<file path="src/hdl/png_idat_chunk_extractor_unit_assert.svh">
// Assertion macros used by the PNG IDAT extractor top level.
`ifndef PNG_IDAT_CHUNK_EXTRACTOR_UNIT_ASSERT_SVH
`define PNG_IDAT_CHUNK_EXTRACTOR_UNIT_ASSERT_SVH

`ifndef SYNTHESIS

// Same-cycle implication, checked on the rising clock edge outside reset.
`define PNGX_ASSERT_NOW(label, clk, rst, ante, cons) \
   label: assert property (@(posedge clk) disable iff (rst) (ante) |-> (cons)) \
      else $error("pngx assertion failed");

// Next-cycle implication, checked on the rising clock edge outside reset.
`define PNGX_ASSERT_NEXT(label, clk, rst, ante, cons) \
   label: assert property (@(posedge clk) disable iff (rst) (ante) |=> (cons)) \
      else $error("pngx assertion failed");

`else

`define PNGX_ASSERT_NOW(label, clk, rst, ante, cons)
`define PNGX_ASSERT_NEXT(label, clk, rst, ante, cons)

`endif

`endif

</file>
<file path="src/hdl/pngx_pkg.sv">
// Types and constants shared by the PNG IDAT extractor modules.
package pngx_pkg;

   // End-of-file status codes.
   localparam logic [1:0] ST_IEND      = 2'd0;
   localparam logic [1:0] ST_NO_IEND   = 2'd1;
   localparam logic [1:0] ST_BAD_SIG   = 2'd2;
   localparam logic [1:0] ST_TRUNCATED = 2'd3;

   // Result kinds.
   localparam logic KIND_DATA   = 1'b0;
   localparam logic KIND_STATUS = 1'b1;

   // Chunk type codes, big-endian ASCII.
   localparam logic [31:0] TYPE_IDAT = 32'h4944_4154;
   localparam logic [31:0] TYPE_IEND = 32'h4945_4E44;

   // One queue entry: everything the back end needs for the beats of one byte.
   typedef struct packed {
      logic       has_data;
      logic [7:0] data_byte;
      logic       chunk_start;
      logic       has_status;
      logic [1:0] status;
      logic       idat_found;
   } pngx_entry_type;

   // Queue status seen by the front and back ends.
   typedef struct packed {
      logic full;
      logic not_empty;
   } pngx_qstat_type;

   // PNG file signature, byte by byte.
   function automatic logic [7:0] sig_byte(input logic [2:0] idx);
      logic [7:0] val;
      case (idx)
         3'd0:    val = 8'd137;
         3'd1:    val = 8'd80;
         3'd2:    val = 8'd78;
         3'd3:    val = 8'd71;
         3'd4:    val = 8'd13;
         3'd5:    val = 8'd10;
         3'd6:    val = 8'd26;
         default: val = 8'd10;
      endcase
      return val;
   endfunction

endpackage

</file>
<file path="src/hdl/pngx_front.sv">
// Front end: chunk parser that classifies each byte and queues its results.
module pngx_front (
   input  logic                     clock,
   input  logic                     reset,
   input  logic                     in_valid,
   input  logic [7:0]               in_byte,
   input  logic                     in_last,
   output logic                     in_ready,
   input  pngx_pkg::pngx_qstat_type qstat,
   output logic                     push,
   output pngx_pkg::pngx_entry_type push_entry
);

   localparam logic [2:0] PH_SIG  = 3'd0;
   localparam logic [2:0] PH_LEN  = 3'd1;
   localparam logic [2:0] PH_TYPE = 3'd2;
   localparam logic [2:0] PH_DATA = 3'd3;
   localparam logic [2:0] PH_CRC  = 3'd4;
   localparam logic [2:0] PH_DONE = 3'd5;
   localparam logic [2:0] PH_BAD  = 3'd6;

   logic [2:0]  phase_ff, phase_in;
   logic [2:0]  count_ff, count_in;
   logic        seen_ff, seen_in;
   logic        first_ff, first_in;
   logic        image_ff, image_in;
   logic [31:0] length_ff, length_in;
   logic [23:0] type_ff, type_in;
   logic [31:0] remain_ff, remain_in;
   logic [31:0] type_full;
   logic        emit_data;
   logic        accept;
   logic [1:0]  status;

   assign in_ready  = !qstat.full;
   assign accept    = in_valid && in_ready;
   assign type_full = {type_ff, in_byte};

   always_comb begin
      phase_in  = phase_ff;
      count_in  = count_ff;
      seen_in   = seen_ff;
      first_in  = first_ff;
      image_in  = image_ff;
      length_in = length_ff;
      type_in   = type_ff;
      remain_in = remain_ff;
      emit_data = 1'b0;
      unique case (phase_ff)
         PH_SIG: begin
            if (in_byte != pngx_pkg::sig_byte(count_ff)) begin
               phase_in = PH_BAD;
            end else if (count_ff == 3'd7) begin
               phase_in  = PH_LEN;
               count_in  = 3'd0;
               length_in = '0;
            end else begin
               count_in = count_ff + 3'd1;
            end
         end
         PH_LEN: begin
            length_in = {length_ff[23:0], in_byte};
            if (count_ff == 3'd3) begin
               phase_in = PH_TYPE;
               count_in = 3'd0;
            end else begin
               count_in = count_ff + 3'd1;
            end
         end
         PH_TYPE: begin
            type_in = type_full[23:0];
            if (count_ff == 3'd3) begin
               count_in = 3'd0;
               if (type_full == pngx_pkg::TYPE_IEND) begin
                  phase_in = PH_DONE;
               end else begin
                  image_in  = (type_full == pngx_pkg::TYPE_IDAT);
                  first_in  = (type_full == pngx_pkg::TYPE_IDAT);
                  remain_in = length_ff;
                  phase_in  = (length_ff == '0) ? PH_CRC : PH_DATA;
               end
            end else begin
               count_in = count_ff + 3'd1;
            end
         end
         PH_DATA: begin
            if (image_ff) begin
               emit_data = 1'b1;
               first_in  = 1'b0;
               seen_in   = 1'b1;
            end
            remain_in = remain_ff - 32'd1;
            if (remain_ff == 32'd1) begin
               phase_in = PH_CRC;
               count_in = 3'd0;
            end
         end
         PH_CRC: begin
            if (count_ff == 3'd3) begin
               phase_in  = PH_LEN;
               count_in  = 3'd0;
               length_in = '0;
            end else begin
               count_in = count_ff + 3'd1;
            end
         end
         default: begin
         end
      endcase
   end

   // Status as seen after this byte has been parsed.
   always_comb begin
      if (phase_in == PH_DONE) begin
         status = pngx_pkg::ST_IEND;
      end else if (phase_in == PH_SIG || phase_in == PH_BAD) begin
         status = pngx_pkg::ST_BAD_SIG;
      end else if (phase_in == PH_LEN && count_in == 3'd0) begin
         status = pngx_pkg::ST_NO_IEND;
      end else begin
         status = pngx_pkg::ST_TRUNCATED;
      end
   end

   assign push = accept && (emit_data || in_last);

   always_comb begin
      push_entry.has_data    = emit_data;
      push_entry.data_byte   = in_byte;
      push_entry.chunk_start = first_ff;
      push_entry.has_status  = in_last;
      push_entry.status      = status;
      push_entry.idat_found  = seen_in;
   end

   always_ff @(posedge clock) begin
      if (reset) begin
         phase_ff <= PH_SIG;
         count_ff <= 3'd0;
         seen_ff  <= 1'b0;
      end else if (accept) begin
         if (in_last) begin
            phase_ff <= PH_SIG;
            count_ff <= 3'd0;
            seen_ff  <= 1'b0;
         end else begin
            phase_ff <= phase_in;
            count_ff <= count_in;
            seen_ff  <= seen_in;
         end
      end
   end

   always_ff @(posedge clock) begin
      if (accept) begin
         first_ff  <= first_in;
         image_ff  <= image_in;
         length_ff <= length_in;
         type_ff   <= type_in;
         remain_ff <= remain_in;
      end
   end

endmodule

</file>
<file path="src/hdl/pngx_queue.sv">
// Small register queue between the parser and the beat generator.
module pngx_queue #(
   parameter int DEPTH = 4
) (
   input  logic                     clock,
   input  logic                     reset,
   input  logic                     push,
   input  pngx_pkg::pngx_entry_type push_entry,
   input  logic                     pop,
   output pngx_pkg::pngx_entry_type head,
   output pngx_pkg::pngx_qstat_type qstat
);

   localparam int PTR_W = (DEPTH > 1) ? $clog2(DEPTH) : 1;
   localparam int CNT_W = $clog2(DEPTH + 1);

   pngx_pkg::pngx_entry_type slots_ff [DEPTH];
   logic [PTR_W-1:0] wr_ptr_ff, wr_ptr_in;
   logic [PTR_W-1:0] rd_ptr_ff, rd_ptr_in;
   logic [CNT_W-1:0] count_ff, count_in;

   assign head            = slots_ff[rd_ptr_ff];
   assign qstat.full      = (count_ff == CNT_W'(DEPTH));
   assign qstat.not_empty = (count_ff != '0);

   always_comb begin
      wr_ptr_in = wr_ptr_ff;
      rd_ptr_in = rd_ptr_ff;
      count_in  = count_ff;
      if (push) begin
         wr_ptr_in = (wr_ptr_ff == PTR_W'(DEPTH - 1)) ? '0 : wr_ptr_ff + PTR_W'(1);
      end
      if (pop) begin
         rd_ptr_in = (rd_ptr_ff == PTR_W'(DEPTH - 1)) ? '0 : rd_ptr_ff + PTR_W'(1);
      end
      if (push && !pop) begin
         count_in = count_ff + CNT_W'(1);
      end else if (pop && !push) begin
         count_in = count_ff - CNT_W'(1);
      end
   end

   always_ff @(posedge clock) begin
      if (reset) begin
         wr_ptr_ff <= '0;
         rd_ptr_ff <= '0;
         count_ff  <= '0;
      end else begin
         wr_ptr_ff <= wr_ptr_in;
         rd_ptr_ff <= rd_ptr_in;
         count_ff  <= count_in;
      end
   end

   always_ff @(posedge clock) begin
      if (push) begin
         slots_ff[wr_ptr_ff] <= push_entry;
      end
   end

endmodule

</file>
<file path="src/hdl/pngx_back.sv">
// Back end: turns queue entries into result beats held in an output register.
module pngx_back (
   input  logic                     clock,
   input  logic                     reset,
   input  pngx_pkg::pngx_qstat_type qstat,
   input  pngx_pkg::pngx_entry_type head,
   output logic                     pop,
   output logic                     out_valid,
   input  logic                     out_ready,
   output logic                     out_kind,
   output logic [7:0]               out_data_byte,
   output logic                     out_chunk_start,
   output logic [1:0]               out_status,
   output logic                     out_idat_found,
   output logic                     out_run_end
);

   logic       valid_ff, valid_in;
   logic       step_ff, step_in;
   logic       load;
   logic       send_data;
   logic       kind_in, cs_in, found_in, end_in;
   logic [7:0] byte_in;
   logic [1:0] status_in;
   logic       kind_ff, cs_ff, found_ff, end_ff;
   logic [7:0] byte_ff;
   logic [1:0] status_ff;

   assign load      = !valid_ff || out_ready;
   assign send_data = head.has_data && !step_ff;

   always_comb begin
      valid_in  = valid_ff;
      step_in   = step_ff;
      pop       = 1'b0;
      kind_in   = pngx_pkg::KIND_STATUS;
      byte_in   = 8'd0;
      cs_in     = 1'b0;
      status_in = head.status;
      found_in  = head.idat_found;
      end_in    = 1'b1;
      if (load) begin
         valid_in = qstat.not_empty;
         if (qstat.not_empty) begin
            if (send_data) begin
               kind_in   = pngx_pkg::KIND_DATA;
               byte_in   = head.data_byte;
               cs_in     = head.chunk_start;
               status_in = pngx_pkg::ST_IEND;
               found_in  = 1'b1;
               end_in    = !head.has_status;
               if (head.has_status) begin
                  step_in = 1'b1;
               end else begin
                  pop = 1'b1;
               end
            end else begin
               pop     = 1'b1;
               step_in = 1'b0;
            end
         end
      end
   end

   always_ff @(posedge clock) begin
      if (reset) begin
         valid_ff <= 1'b0;
         step_ff  <= 1'b0;
      end else begin
         valid_ff <= valid_in;
         step_ff  <= step_in;
      end
   end

   always_ff @(posedge clock) begin
      if (load) begin
         kind_ff   <= kind_in;
         byte_ff   <= byte_in;
         cs_ff     <= cs_in;
         status_ff <= status_in;
         found_ff  <= found_in;
         end_ff    <= end_in;
      end
   end

   assign out_valid       = valid_ff;
   assign out_kind        = kind_ff;
   assign out_data_byte   = byte_ff;
   assign out_chunk_start = cs_ff;
   assign out_status      = status_ff;
   assign out_idat_found  = found_ff;
   assign out_run_end     = end_ff;

endmodule

</file>
<file path="src/hdl/png_idat_chunk_extractor_unit.sv">
// Top level of the PNG IDAT chunk extractor.
//
// The block takes a PNG file one byte per beat on the req_ channel, with
// req_tlast on the final byte of the file, and, while its queue is not
// full, can accept a byte in every clock cycle. It checks the 8-byte
// signature, then walks the chunks (length, type, data, CRC; the CRC is
// skipped, not checked), and sends every data byte of every IDAT chunk
// as a data beat on the rsp_ channel, with chunk_start set on the first
// byte of each IDAT chunk. Parsing stops at the IEND type and later bytes
// are ignored. The final byte of the file adds one status beat (kind 1)
// carrying the end status and whether any IDAT byte was seen; rsp_tlast
// marks the last beat caused by each input byte. After the final byte the
// parser is back in its reset state, so the next byte starts a new file.
// The output register sends one beat per cycle while rsp_tready allows, so a
// final byte that is also an IDAT byte causes two beats. A queue of
// QUEUE_DEPTH entries between the parser and the output stage absorbs those
// extra beats and short stalls on rsp_tready; req_tready falls only when full.
`include "png_idat_chunk_extractor_unit_assert.svh"

module png_idat_chunk_extractor_unit #(
   parameter int QUEUE_DEPTH = 4
) (
   input  logic        clock,
   input  logic        reset,
   // Input bytes.
   input  logic        req_tvalid,
   output logic        req_tready,
   input  logic [7:0]  req_tdata,   // [7:0] file_byte
   input  logic        req_tlast,   // final_byte
   // Result beats.
   output logic        rsp_tvalid,
   input  logic        rsp_tready,
   output logic [15:0] rsp_tdata,   // [7:0] data_byte, [8] chunk_start,
                                    // [10:9] status, [11] idat_found, rest 0
   output logic        rsp_tuser,   // [0] kind
   output logic        rsp_tlast    // run_end
);

   pngx_pkg::pngx_entry_type push_entry;
   pngx_pkg::pngx_entry_type head;
   pngx_pkg::pngx_qstat_type qstat;
   logic       push;
   logic       pop;
   logic [7:0] data_byte;
   logic       chunk_start;
   logic [1:0] status;
   logic       idat_found;

   // Parser: classifies each byte and queues the results it causes.
   pngx_front u_front (
      .clock      (clock),
      .reset      (reset),
      .in_valid   (req_tvalid),
      .in_byte    (req_tdata),
      .in_last    (req_tlast),
      .in_ready   (req_tready),
      .qstat      (qstat),
      .push       (push),
      .push_entry (push_entry)
   );

   // One entry per byte that has at least one result.
   pngx_queue #(
      .DEPTH (QUEUE_DEPTH)
   ) u_queue (
      .clock      (clock),
      .reset      (reset),
      .push       (push),
      .push_entry (push_entry),
      .pop        (pop),
      .head       (head),
      .qstat      (qstat)
   );

   // Output stage: one or two beats per entry.
   pngx_back u_back (
      .clock           (clock),
      .reset           (reset),
      .qstat           (qstat),
      .head            (head),
      .pop             (pop),
      .out_valid       (rsp_tvalid),
      .out_ready       (rsp_tready),
      .out_kind        (rsp_tuser),
      .out_data_byte   (data_byte),
      .out_chunk_start (chunk_start),
      .out_status      (status),
      .out_idat_found  (idat_found),
      .out_run_end     (rsp_tlast)
   );

   assign rsp_tdata = {4'b0000, idat_found, status, chunk_start, data_byte};

   // A status beat is always the last beat of its input byte.
   `PNGX_ASSERT_NOW(a_status_ends_run, clock, reset,
      rsp_tvalid && rsp_tuser == pngx_pkg::KIND_STATUS, rsp_tlast)
   // A data beat implies an IDAT byte was found in this file.
   `PNGX_ASSERT_NOW(a_data_found, clock, reset,
      rsp_tvalid && rsp_tuser == pngx_pkg::KIND_DATA, idat_found)
   // The parser never writes into a full queue.
   `PNGX_ASSERT_NOW(a_no_overflow, clock, reset, push, !qstat.full)
   // Once an entry is waiting and the output is free, a beat appears next cycle.
   `PNGX_ASSERT_NEXT(a_queue_drains, clock, reset,
      qstat.not_empty && (!rsp_tvalid || rsp_tready), rsp_tvalid)

endmodule
</file>
<file path="config.mk">
export PLATFORM = sky130hd
export DESIGN_NAME = png_idat_chunk_extractor_unit
export DESIGN_NICKNAME = d
export VERILOG_FILES = /design/src/hdl/pngx_pkg.sv /design/src/hdl/pngx_front.sv /design/src/hdl/pngx_queue.sv /design/src/hdl/pngx_back.sv /design/src/hdl/png_idat_chunk_extractor_unit.sv
export VERILOG_INCLUDE_DIRS = /design/src /design/src/hdl
export SDC_FILE = /design/constraint.sdc
export NUM_CORES = 1
export LEC_CHECK = 0
export BUFFER_PORTS_ARGS = -buffer_cell sky130_fd_sc_hd__buf_2
export CORE_UTILIZATION = 29
export DETAILED_ROUTE_END_ITERATION = 8
export SYNTH_ARGS = -nofsm -noshare
export SYNTH_HDL_FRONTEND = slang
export SYNTH_SLANG_ARGS = --single-unit
</file>
<file path="constraint.sdc">
create_clock -name clock -period 7.4 [get_ports clock]
set_input_delay 0.37 -clock clock [delete_from_list [all_inputs] [get_ports clock]]
set_output_delay 0.37 -clock clock [all_outputs]
set_load 0.03 [all_outputs]
</file>
; ---- After elaboration in Yosys (flattened, before gate mapping)
; Memory sizes are Yosys's and may differ from the RTL's. A register that Yosys moved wholly into a read port is not among the register bits.
; Cells that the tools add are included.
[totals]
regBits = 120
wordCells = 142
out_inout_bits = 20
ram_bits = 56
n_memories = 1
in_bits = 13
[mem_list]
columns = name, words, word_bits, rd, rd_ports_with_merged_regs, wr, line
row1 = u_queue.slots_ff, 4, 14, 1, 1, 1, pngx_queue.sv:17  ; pngx_pkg::pngx_entry_type slots_ff [DEPTH];
[classes]
eq_ne = 27
reduce_logical = 32
mux = 56
addsub = 6
bitwise_logic = 1
[op_table]
columns = op, n
row1 = 32-bit 2-to-1 mux, 5
row2 = 32-bit case mux with 3 select lines, 1
row3 = "32-bit by 31-bit equality test with 1-bit output, second input constant", 2
row4 = 32-bit case mux with 2 select lines, 1
row5 = 3-bit 2-to-1 mux, 16
row6 = 8-bit case mux with 6 select lines, 1
row7 = "32-bit by 1-bit equality test with 1-bit output, second input constant", 1
row8 = 32-bit zero test, 1
row9 = "32-bit by 1-bit subtractor with 32-bit output, second input constant", 1
row10 = "3-bit equality test, second input constant", 7
row11 = 1-bit 2-to-1 mux, 19
row12 = 2-bit 2-to-1 mux, 9
row13 = 3-bit case mux with 5 select lines, 1
row14 = "3-bit by 2-bit equality test with 1-bit output, second input constant", 4
row15 = 3-bit zero test, 4
row16 = "2-bit by 1-bit inequality test with 1-bit output, second input constant", 5
row17 = 5-bit AND reduction, 2
row18 = "3-bit by 1-bit equality test with 1-bit output, second input constant", 3
row19 = 3-bit case mux with 3 select lines, 1
row20 = 8-bit 2-to-1 mux, 1
row21 = 8-bit inequality test, 1
row22 = 4-bit AND reduction, 2
row23 = "3-bit by 1-bit adder with 3-bit output, second input constant", 2
row24 = 1-bit logical AND, 6
row25 = 13 further kinds, 26

; ---- Depth between registers and ports, before layout
[logic_depth]
ltp_word = 11
depth_mapped = 12
ltp_nobuf = 10

; ---- Modules after synthesis
; From an unflattened synthesis, not the netlist that was laid out.
[hier_totals]
cells_unflattened = 666
hier_area_um2 = 8428.1
[by_module_without_submodules]
columns = mod, seq_area_each_um2, instances, cells_per_inst, area_per_inst_um2
row1 = pngx_front, 2842.7, 1, 501, 5260.0
row2 = pngx_queue, 1861.8, 1, 117, 2489.9
row3 = pngx_back, 460.4, 1, 41, 629.4
row4 = png_idat_chunk_extractor_unit, 0.0, 1, 7, 48.8

; ---- Least setup slack after synthesis
; OpenSTA, ideal clock, no wires.
[synth_path]
path_type = register -> register
start = register u_front.count_ff[0]
end = register u_front.length_ff[0] (enable)
setup_time_ps = 501
path_buffers = 1
required_ps = 6899
path_stages_with_launch = 10
t_arrival_ps = 5307
setup_slack_ps = 1591
synth_period_minus_slack_ps = 5809
path_cell_list = dfxtp_1 -> buf_2 -> inv_1 -> ha_1 -> or4b_1 -> o2111a_1 -> nor3_2 -> nor4b_2 -> nor2_1 -> nor4_1
[synth_via]
elab_chain_len = 6
word_cells_on_any_way = 14
cone_classes = eq/ne (10) / mux (2) / reduce/logical (2)
[synth_rtl]
columns = item, line
row1 = "start, declared", pngx_front.sv:23  ; logic [2:0] count_ff, count_in;
row2 = "start signal, assigned", pngx_front.sv:148  ; count_ff <= count_in;
row3 = 3-bit equality test (tied with other cells), pngx_pkg.sv:37  ; case (idx)
row4 = 8-bit case mux with 6 select lines, pngx_pkg.sv:37
row5 = 8-bit 2-to-1 mux, pngx_front.sv:49  ; unique case (phase_ff)
row6 = 8-bit inequality test, pngx_front.sv:51  ; if (in_byte != pngx_pkg::sig_byte(count_ff)) begin
row7 = 2-bit inequality test (no line), --
row8 = 5-bit AND reduction (no line) (*), --
row9 = "end signal, assigned", pngx_front.sv:158  ; length_ff <= length_in;
row10 = "end, declared", pngx_front.sv:27  ; logic [31:0] length_ff, length_in;
; Mark *: on every way between the ends. The rest lies on a longest branch, timed or not. The select of a mux whose other input is x is not followed.
; A chain may end at the register's enable or synchronous reset.

; ---- Final worst setup path
[layout_path]
start = register u_front.count_ff[0]
end = register u_front.length_ff[27] (enable)
; The elaborated chain is that of the path after synthesis.

==> flow_summary_export.csv <==
group,metric,value,unit
run_status,status,"completed",
power,power.internal,1.82,mW
power,p_comb_share,16.4,%
floorplanning,die_h,169,µm
sta,rsz0062_at_grt,"false",
finish,multi_input_area,2800,µm²
detailed_routing,dr.pass1.iters,6,
detailed_routing,postRouteWirelength,16000,µm
place,placement.io_buffers,28,
critical_path,crit_path_end_kind,"flop",
critical_path,critPathMaxFanout,32,
worst_hold_path,hold_class,"in -> reg",
clocking,ctsRootBufferMaster,"clkbuf_16",
power,irDropWorstVdd,0.192,mV
sta,finalCriticalPeriod,3840,ps
power,switching_share,30.0,%
critical_path,crit-reg2reg-launch,"u_front.count_ff[0]",
power,power.total,2.60,mW
detailed_routing,ant_nets,0,
clocking,clkLatencyLatePin,430,ps
global_route,grt_use_total,11.7,%
floorplanning,ios,33,
global_route,grt_pass1_wl,25800,µm
synthesis,synth_cells,628,
floorplanning,start_util,29.8,%
floorplanning,core-area,27300,µm²
worst_hold_path,holdPathEnd,"u_queue.slots_ff[0][3]",
sta,slew_violations,0,
critical_path,ff2ff_setup_slack,3560,ps
critical_path,r2r_cells,9,
place,place.detailed.hpwl,10700,µm
clocking,post_cts_buffers,0,
finish,seq_area,5160,µm²
critical_path,critPathRequiredTime,7480,ps
global_route,grt-ovfl-total,0,
floorplanning,dieArea,28700,µm²
synthesis,synth_cell_types,64,
detailed_routing,wl_per_cell,15.5,µm
power,power.switching,0.779,mW
clocking,postCtsHoldBufs,0,
global_route,grt_max_degree,64,
clocking,htree_levels,4,
power,leakage,3.09,nW
critical_path,critPathKind,"reg -> reg",
detailed_routing,drt_iter0_drc,400,
sta,max_clock_freq,0.260,GHz
sta,timing_hold_violations_final,0,
synthesis,ys_seq_area_share,63.5,%
critical_path,start_kind,"flop",
critical_path,cp.arrival,3920,ps
clocking,cts_buffers,17,
sta,finalSetupViolCount,0,
clocking,clock-sinks,178,
synthesis,synth_edf_count,160,
power,seq_power_share,48.3,%
job,max_cap_viol_count,0,
critical_path,worst_r2r_endpoint,"u_front.length_ff[27]",
clocking,cts_tree,"yes",
power,p_clk_share,35.4,%
detailed_routing,drcViolationCount,0,
finish,final_common_cell,"edfxtp_1",
sta,slew_headroom,26.4,%
worst_hold_path,hold_start,"req_tlast",
global_route,grt_pass1_vias,4891,
finish,antenna_cells,0,
detailed_routing,via_per_inst,4.75,
sta,fin_skew,18.5,ps
floorplanning,die_w,169,µm
global_route,antenna_found_initial,0,
sta,fin_crit_sh,51.9,%
finish,area_growth,14.0,%
synthesis,syn_area,8130,µm²
place,place.gp.congestion,0.850,
clocking,clk_path_buf_depth,2,
power,p_per_area,280,nW/µm²
synthesis,ys_ff_latch,178,
finish,drive_gt1_share,13.3,%
floorplanning,num_rows,60,
synthesis,async_flop_share,0,%
finish,final_cell_mix,"edfxtp_1, nand2_1, and2_1, nor2_1, o21ai_0",
synthesis,synth_ff_type,"edfxtp_1",
detailed_routing,vias,4903,
synthesis,yosys_warnings,0,
clocking,post_cts_resized,0,
synthesis,avgSynthCellArea,12.9,µm²
worst_hold_path,min_path_cells,1,
clocking,path_clk_slew,80,ps
finish,fillCellCount,2641,
finish,fin_nets,677,
sta,fin_tns_setup,0,ps
sta,tightest_slew,1100,ps
[worst max path at each step]
| stage | startpoint | to | slack, ps |
|---|---|---|---|
| after floorplan | u_front.count_ff[0] | u_front.length_ff[0] | 1590 |
| after global placement | u_front.count_ff[0] | u_front.length_ff[4] | 3670 |
| after detailed placement | u_front.count_ff[0] | u_front.length_ff[26] | 3600 |
| after CTS | u_front.count_ff[0] | u_front.length_ff[27] | 3560 |
| after global routing | u_front.count_ff[0] | u_front.length_ff[4] | 3270 |
| final | u_front.count_ff[0] | u_front.length_ff[27] | 3560 |
[metrics by stage]
step                      std cells  cell area (µm²)  utilization, %  setup slack (ps)  hold slack [ps]
final                          1033             9270            34.0              3560              260
after global routing           1033             9270            34.0              3270              247
after CTS                      1033             9270            34.0              3560              237
after detailed placement       1001             8640            31.7              3600              436
after global placement         1001             8640            31.7              3670              432
after floorplan                 631             8140               -              1590              417
[critical path, stage by stage (launching register included)]
cell     delay, ps
dfxtp_1        550
ha_1           320
ha_1           490
nor2_1          80
o311a_1        290
a311o_1        310
nor4b_2        580
nor2_1         190
nor4_2         250
buf_4          410
[registers in the layout (all words and copies together), names as in the netlist, 2 cells and up, named ones only]
| register | count |
|---|---|
| u_front.phase_ff | 3 |
| u_front.remain_ff | 32 |
| u_queue.slots_ff | 56 |
| u_queue.wr_ptr_ff | 2 |
| u_back.out_status | 2 |
| u_back.out_data_byte | 8 |
| u_queue.rd_ptr_ff | 2 |
| u_front.count_ff | 3 |
| u_front.length_ff | 32 |
| u_queue.count_ff | 3 |
| u_front.type_ff | 24 |
[cells in the mapped netlist (3+ instances only)]
cell | number | area share, %
a211oi_1 | 3 | 0.28
a21oi_1 | 17 | 1.0
mux2i_1 | 4 | 0.49
nand2b_1 | 5 | 0.38
nor4_1 | 15 | 1.2
a31oi_1 | 4 | 0.31
or3_1 | 5 | 0.38
edfxtp_1 | 160 | 59
ha_1 | 15 | 2.3
and2_1 | 41 | 3.2
nand2_1 | 56 | 2.6
o21bai_1 | 3 | 0.28
o21a_1 | 3 | 0.28
buf_4 | 6 | 0.55
o41ai_1 | 3 | 0.32
clkbuf_1 | 22 | 1.0
and3_1 | 17 | 1.3
o21ai_0 | 36 | 2.2
buf_2 | 3 | 0.18
nor4b_1 | 4 | 0.43
nand4_1 | 7 | 0.54
nor2_1 | 39 | 1.8
xnor2_1 | 19 | 2.0
nor3_1 | 21 | 1.3
mux4_2 | 14 | 3.9
dfxtp_1 | 18 | 4.4
inv_1 | 14 | 0.65
xor2_1 | 16 | 1.7
nand3_1 | 11 | 0.68
a22oi_1 | 4 | 0.37
[layer usage]
metal / global-route usage [%] / up-vias / wire [µm]
met1: 15.6 / 2411 / 7630
li1: - / 2388 / -
met4: 4.31 / 0 / 204
met2: 18.7 / 91 / 7720
met3: 2.57 / 13 / 481
met5: 0 / - / 0
[area by class of cell]
cell class	instances	share of cell area, %
inverters	15	0.607
flip-flops and latches	178	55.7
clock buffers	17	4.59
well taps	372	5.02
repair buffers	30	1.67
multi-input cells	406	30.2
clock inverters	15	2.17
[kinds of logic after synthesis]
kind of cell | share of synthesized area (%)
AND/OR/NAND/NOR | 15.9
flip-flops | 63.5
AO/OA/AOI/OAI | 7.34
buffers and inverters | 2.49
XOR/XNOR | 3.77
multiplexers | 4.37
adder cells (fa/ha/maj) | 2.56
other | 0.0461
[power by group through the flow]
stage	sequential [mW]	combinational, mW	clock (mW)
after floorplan	1.30	0.292	0
after global placement	1.28	0.423	0
after detailed placement	1.28	0.426	0
after CTS	1.26	0.428	0.939
after global routing	1.27	0.468	0.976
final	1.25	0.425	0.918
No activity file was read; power rests on OpenSTA's default activity.
